==> src/hw/rtl/hrcg_pkg.sv <==
package hrcg_pkg;

   localparam int TIME_W            = 64;
   localparam int PCT_W             = 7;
   localparam int SQ_W              = 14;
   localparam int CH_W              = 8;
   localparam int CSR_IDX_W         = 2;
   localparam int HUE_FRAC_BITS_DEF = 16;

   localparam logic [PCT_W-1:0] PCT_MAX        = 7'd100;
   localparam logic [PCT_W-1:0] BRIGHT_RESET   = 7'd100;
   localparam logic [SQ_W-1:0]  SPEED_SQ_RESET = 14'd2500;

   typedef enum logic [CSR_IDX_W-1:0] {
      CSR_SPEED  = 2'd0,
      CSR_BRIGHT = 2'd1,
      CSR_START  = 2'd2
   } csr_index_type;

   // Reduction by the hue period of 10^11 = 5^11 * 2^11.
   localparam int M_W        = 37;
   localparam int RES_W      = 38;
   localparam int DIV_DROP   = 36;
   localparam int RECIP_W    = 31;
   localparam int RECIP_SHIFT = 31;
   localparam int POW5_W     = 26;
   localparam int POW2_EXP   = 11;
   localparam int DIV_STAGES = 3;

   localparam logic [M_W-1:0]     TEN_POW_11 = 37'd100000000000;
   localparam logic [RECIP_W-1:0] RECIP_M    = 31'd1475739525;
   localparam logic [POW5_W-1:0]  POW5_11    = 26'd48828125;

   localparam int DEG_W = 9;
   localparam logic [DEG_W-1:0] DEG_FULL = 9'd360;
   localparam logic [DEG_W-1:0] DEG_SECTOR = 9'd60;

   localparam int Z_W     = 14;
   localparam int SCALE_W = 15;

   localparam logic [10:0] SECTOR_RECIP  = 11'd1093;
   localparam int          SECTOR_SHIFT  = 16;
   localparam logic [14:0] DIV60_RECIP   = 15'd17477;
   localparam int          DIV60_SHIFT   = 20;
   localparam logic [14:0] DIV100_RECIP  = 15'd20972;
   localparam int          DIV100_SHIFT  = 21;

   localparam logic [CH_W-1:0] CH_MAX = 8'hFF;

   localparam int PIPE_LATENCY = 20;

   function automatic logic [PCT_W-1:0] sat_pct(input logic [PCT_W-1:0] v);
      return (v > PCT_MAX) ? PCT_MAX : v;
   endfunction

endpackage

==> src/hw/rtl/hrcg_div.sv <==
module hrcg_div #(
   parameter int XW = hrcg_pkg::TIME_W
) (
   input  logic                           clock,
   input  logic                           reset,
   input  logic                           in_valid,
   input  logic [XW-1:0]                  x_in,
   output logic                           out_valid,
   output logic [XW-hrcg_pkg::DIV_DROP-1:0] q_out,
   output logic [hrcg_pkg::M_W-1:0]       r_out
);
   import hrcg_pkg::*;

   localparam int QW   = XW - DIV_DROP;
   localparam int PW   = QW + RECIP_W;
   localparam int MW   = QW + POW5_W;
   localparam int QM_W = RES_W - POW2_EXP;

   logic            va_ff, vb_ff, vc_ff;
   logic [PW-1:0]   est_prod;
   logic [QW-1:0]   q_a_in, q_a_ff, q_b_ff, q_c_in, q_c_ff;
   logic [RES_W-1:0] x_a_ff, x_b_ff;
   logic [MW-1:0]   qm_prod;
   logic [QM_W-1:0] qm_b_in, qm_b_ff;
   logic [RES_W-1:0] r_raw;
   logic            fix;
   logic [M_W-1:0]  r_c_in, r_c_ff;

   // The quotient estimate is low by at most one, so one correction step follows.
   assign est_prod = PW'(x_in[XW-1:DIV_DROP]) * PW'(RECIP_M);
   assign q_a_in   = est_prod[PW-1:RECIP_SHIFT];

   assign qm_prod = MW'(q_a_ff) * MW'(POW5_11);
   assign qm_b_in = qm_prod[QM_W-1:0];

   assign r_raw  = x_b_ff - {qm_b_ff, {POW2_EXP{1'b0}}};
   assign fix    = (r_raw >= RES_W'(TEN_POW_11));
   assign r_c_in = fix ? M_W'(r_raw - RES_W'(TEN_POW_11)) : M_W'(r_raw);
   assign q_c_in = q_b_ff + QW'(fix);

   always_ff @(posedge clock) begin
      if (reset) begin
         va_ff <= 1'b0;
         vb_ff <= 1'b0;
         vc_ff <= 1'b0;
      end else begin
         va_ff <= in_valid;
         vb_ff <= va_ff;
         vc_ff <= vb_ff;
      end
   end

   always_ff @(posedge clock) begin
      q_a_ff  <= q_a_in;
      x_a_ff  <= x_in[RES_W-1:0];
      q_b_ff  <= q_a_ff;
      qm_b_ff <= qm_b_in;
      x_b_ff  <= x_a_ff;
      q_c_ff  <= q_c_in;
      r_c_ff  <= r_c_in;
   end

   assign out_valid = vc_ff;
   assign q_out     = q_c_ff;
   assign r_out     = r_c_ff;

endmodule

==> config.mk <==
export PLATFORM = sky130hd
export DESIGN_NAME = hrcg_div
export DESIGN_NICKNAME = d
export VERILOG_FILES = /design/src/hw/rtl/hrcg_pkg.sv /design/src/hw/rtl/hrcg_div.sv
export SDC_FILE = /design/constraint.sdc
export NUM_CORES = 2
export LEC_CHECK = 0
export ABC_AREA = 1
export BUFFER_PORTS_ARGS = -buffer_cell sky130_fd_sc_hd__buf_2
export CAP_MARGIN = 5
export CORE_UTILIZATION = 60
export CTS_BUF_LIST = sky130_fd_sc_hd__clkbuf_8
export DETAILED_ROUTE_END_ITERATION = 10
export GPL_TIMING_DRIVEN = 0
export PLACE_DENSITY = 0.84
export SLEW_MARGIN = 20
export SYNTH_ARGS = -nofsm -noshare
export SYNTH_HDL_FRONTEND = slang
export SYNTH_SLANG_ARGS = --single-unit
==> constraint.sdc <==
create_clock -name clock -period 9.1 [get_ports clock]
set_input_delay 1.82 -clock clock [delete_from_list [all_inputs] [get_ports clock]]
set_output_delay 1.82 -clock clock [all_outputs]
set_load 0.01 [all_outputs]
; Word-level counts from Yosys, hierarchy flattened
; Index checks and enable logic that the tools add are counted.
[word_totals]
register_bits = 227
latchBits = 0
ramBits = 0
mem_bits_ro = 0
out_inout_bits = 66
word_cells = 17
memories = 0
[classes]
add_sub_neg = 3
n_mul = 2
n_div = 0
order_cmp = 1
n_eq_ne = 0
shift = 0
muxes = 1
n_bitwise = 0
reduce_logical = 0
[op_table]
columns = op, count
row1 = 28-bit by 31-bit multiplier with 59-bit output (second input constant), 1
row2 = 38-bit by 37-bit greater-or-equal comparator with 1-bit output (second input constant), 1
row3 = 38-bit subtractor, 1
row4 = 37-bit 2-to-1 mux, 1
row5 = 37-bit subtractor (second input constant), 1
row6 = 28-bit by 1-bit adder with 28-bit output, 1
row7 = 28-bit by 26-bit multiplier with 27-bit output (second input constant), 1

; Longest topological paths before layout
[depth]
word_depth = 3
ltp_mapped = 32
ltp_nobuf = 31

; Worst setup path before layout
; OpenSTA, ideal clock, no wires.
[synth_path]
path_type = input to register
from = input port x_in[58]
to = register q_a_ff[24]
setup_ps = 119
t_arrival_ps = 7457
t_required_ps = 8981
path_slack_ps = 1524
stages = 23
path_buffers = 0
cell_sequence = fa_1 -> inv_1 -> fa_1 -> inv_1 -> fa_1 -> fa_1 -> fa_1 -> fa_1 -> inv_1 -> fa_1 -> inv_1 -> ha_1 -> a21oi_1 -> inv_1 -> a31oi_1 -> o21ai_0 -> a21oi_1 -> nand3_1 -> a21o_1 -> nand2_1 -> inv_1 -> o21ai_0 -> nand2_1
[synth_via]
elab_chain_cells = 1
[synth_rtl]
columns = element, line
row1 = "start, declared", hrcg_div.sv:7  ; input logic [XW-1:0] x_in,
row2 = 28-bit by 31-bit multiplier with 59-bit output, hrcg_div.sv:30  ; assign est_prod = PW'(x_in[XW-1:DIV_DROP]) * PW'(RECIP_M);
row3 = named net est_prod[55], hrcg_div.sv:20  ; logic [PW-1:0] est_prod;
row4 = "end signal, assigned", hrcg_div.sv:54  ; q_a_ff <= q_a_in;
row5 = "end, declared", hrcg_div.sv:21  ; logic [QW-1:0] q_a_in, q_a_ff, q_b_ff, q_c_in, q_c_ff;
; The timed path passes the listed nets, and every way through them passes these cells.
; A chain may end at the register's enable or synchronous reset.

; Worst setup path in the final report
[layout_path]
from = input port x_in[59]
to = register q_a_ff[24]
; Same word-level chain as after synthesis.

==> results.cfg <==
[worst_setup_path]
worstPathCellList = buf_2 > fa_1 > inv_1 > fa_1 > inv_1 > fa_1 > fa_1 > fa_1 > fa_1 > inv_1 > fa_1 > inv_1 > ha_1 > a21oi_1 > inv_1 > a31oi_1 > o21ai_0 > a21oi_1 > nand3_1 > a21o_1 > nand2_1 > inv_1 > o21ai_0 > nand2_1
worst_ep_arrival_time_ns = 8.60
cp_common_cell = sky130_fd_sc_hd__fa_1
worst-setup-path-type = input pin to flop
maximum_fanout_encountered_on_the_critical_timing_path = 7
cpLargestDelayFamily = adder cells
crit_start = x_in[59]
critical_path.endpoint_type = flop
cp_slowest_cell = sky130_fd_sc_hd__fa_1
worst_setup_path_start_kind = input pin
worstPathBufferInverterCount = 7
crit-reg2reg-launch = q_a_ff[11]$_DFF_P_
timing.critical_path.slowest_cell_delay_ns = 0.77
data_required_critical_path_ns = 9.61

[clock_network]
clk_latency_ns = 0.62
post_cts_resize_count = 0
tritoncts_num_sinks = 225
clk_pin_slew_ns = 0.07
cts_setup_buffers = 0
htreeDepth = 1
postCtsHoldBufs = 0
clock-root-buffer = sky130_fd_sc_hd__clkbuf_8
cts-root-to-sink-buffers = 3
cts_tree = built
tritoncts.num_buffers = 31

[min_path]
hold_path_class = flop to flop
hp-start = x_a_ff[29]$_DFF_P_

[finish]
synthToLayoutAreaGrowth_pct = 7.53
final_design_area_excluding_fillers_um2 = 31400
finish.net_count = 4447
mostFrequentLayoutCells = sky130_fd_sc_hd__inv_1 (937), sky130_fd_sc_hd__nand2_1 (511), sky130_fd_sc_hd__fa_1 (484), sky130_fd_sc_hd__ha_1 (426), sky130_fd_sc_hd__dfxtp_1 (225)
layout_commonest_cell = sky130_fd_sc_hd__inv_1
drive_gt1_share_pct = 7.04

[synthesis]
gate_count_post_synth = 3305
ys_seq_area_share_pct = 15.4
mappedNetlistArea_um2 = 29200
synth_area_per_cell_um2 = 8.83
postSynthRegisterBits = 225
yosysUniqueCellTypes = 42
synth.net_count = 4282
synth-async-reset-ratio_pct = 0
synth_flop_cell = sky130_fd_sc_hd__dfxtp_1
synth_edf_count = 0
synth.yosys.warnings = 0

[detailed_routing]
detailedRoute.firstIterationViolations = 1337
dr_wl_met2_um = 33400
detailroute.via_count = 21400
ant_nets = 0
detail_route.first_pass.iterations = 6
dr.max_layer_used = met4
route.detailed.drc = 0
met1Wirelength_um = 28000
routedWlPerCell_um = 16.5
routed_via_density = 5.20
totalWireLength_um = 67800
detailroute.wirelength.met3_um = 3470

[timing]
layout_worst_path_cycle_share_pct = 88.9
max_freq_mhz = 124
timing.setup.tns_ns = 0
fin_skew_ns = 0.0178
slew_viols_final = 0
slew_at_the_pin_with_the_worst_max_slew_slack_ns = 0.866
relSlewSlack_pct = 42.2
post-route-worst-setup-slack_ns = 1.01
rsz0062_at_grt = false
finalSetupViolations = 0
final-hold-violation-count = 0
layout_min_cycle_time_ns = 8.09

[die]
core_um2 = 47800
die_outline_area_um2 = 49500
initial_util_pct = 61.0
floorplan.die.height_um = 223
std_cell_rows = 80
io_pins = 133
horizontal_extent_of_the_die_um = 223

[place]
port_buffers = 132
placement.setup.worst_slack_ns = 0.429
gp_congestion = 1.02
hpwl_um = 59700
placed_area_um2 = 30600

[global_routing]
grt.total_usage_pct = 28.5
grt_pass1_vias = 22400
grt_remaining_overflow = 0
grt_max_degree = 17
grt_first_pass_wirelength_um = 111000
grt_antenna_before_repair = 1

[run_status]
run_status = finished clean

[flow_run]
max_cap_viol_count = 0
-- through the flow --
step	cells	hold WS [ns]	utilization (%)
3_5_place_dp	4052	0.312	64.0
3_3_place_gp	4052	0.310	64.0
6_report	4111	0.326	65.6
5_1_grt	4111	0.333	65.6
4_1_cts	4110	0.328	65.6
2_1_floorplan	3305	0.310	-
-- registers in the layout (all words and copies together), names as in the netlist --
name / count
out_valid: 1
q_b_ff: 26
q_a_ff: 28
x_a_ff: 38
va_ff: 1
qm_b_ff: 27
q_out: 28
r_out: 37
vb_ff: 1
x_b_ff: 38
-- logic make-up after synthesis --
group	Yosys count	share of synthesized area, %
simple gates	878	12.9
xor+xnor	122	3.66
compound gates	220	4.21
buf+inv	950	12.3
flops	225	15.4
fa+ha+maj	910	51.5
-- cells in the mapped netlist (3+ instances only) --
master                       n  area share, %
sky130_fd_sc_hd__nor2_2     15           0.32
sky130_fd_sc_hd__dfxtp_1   225             15
sky130_fd_sc_hd__o21ai_0    57           0.98
sky130_fd_sc_hd__a31oi_1     8           0.17
sky130_fd_sc_hd__xor2_1     83            2.5
sky130_fd_sc_hd__ha_1      426             18
sky130_fd_sc_hd__inv_2       9           0.12
sky130_fd_sc_hd__o21a_1      9           0.23
sky130_fd_sc_hd__inv_1     933             12
sky130_fd_sc_hd__o21bai_1    7           0.18
sky130_fd_sc_hd__fa_1      484             33
sky130_fd_sc_hd__a21o_1     11           0.28
sky130_fd_sc_hd__a21oi_2     3          0.090
sky130_fd_sc_hd__nand4_1    54            1.2
sky130_fd_sc_hd__nor3_1     19           0.33
sky130_fd_sc_hd__a21oi_1   114            2.0
sky130_fd_sc_hd__nor4_1      4          0.086
sky130_fd_sc_hd__nand3b_1    7           0.18
sky130_fd_sc_hd__nand3_1    93            1.6
sky130_fd_sc_hd__nor2_1    149            1.9
sky130_fd_sc_hd__nand2_1   511            6.6
sky130_fd_sc_hd__xnor2_1    39            1.2
sky130_fd_sc_hd__buf_2       6           0.10
sky130_fd_sc_hd__nor2_4      3           0.12
sky130_fd_sc_hd__nand2_2    13           0.28
sky130_fd_sc_hd__nand2_4     3           0.12
-- cell type report --
| class | instances | area (um2) |
|---|---|---|
| multi-input cells | 2130 | 21100 |
| fillers | 3889 | 16500 |
| flip-flops and latches | 225 | 4500 |
| inverters | 942 | 3540 |
| well taps | 615 | 769 |
| repair buffers | 132 | 661 |
| clock buffers | 38 | 523 |
| clock inverters | 20 | 243 |
| plain buffers | 8 | 52.6 |
| diodes | 1 | 2.50 |
-- path summary, 6_finish.rpt --
| kind | end | slack [ns] | depth (start not counted) |
|---|---|---|---|
| worst max-delay path | q_a_ff[24]$_DFF_P_ | 1.01 | 24 |
| worst min-delay path | x_b_ff[29]$_DFF_P_ | 0.33 | 0 |
| worst max register to register | qm_b_ff[24]$_DFF_P_ | 3.14 | 21 |
| worst min register to register | x_b_ff[29]$_DFF_P_ | 0.33 | 0 |
-- per-layer routing --
layer,track usage (%),vias to the layer above
met1,36.2,10300
li1,-,10300
met4,12.0,0
met3,2.68,156
met2,49.6,641
met5,0,-
Power is left out: the tool's default activity adds up to more than one toggle a clock period on the data nets, which glitch-free logic cannot reach.
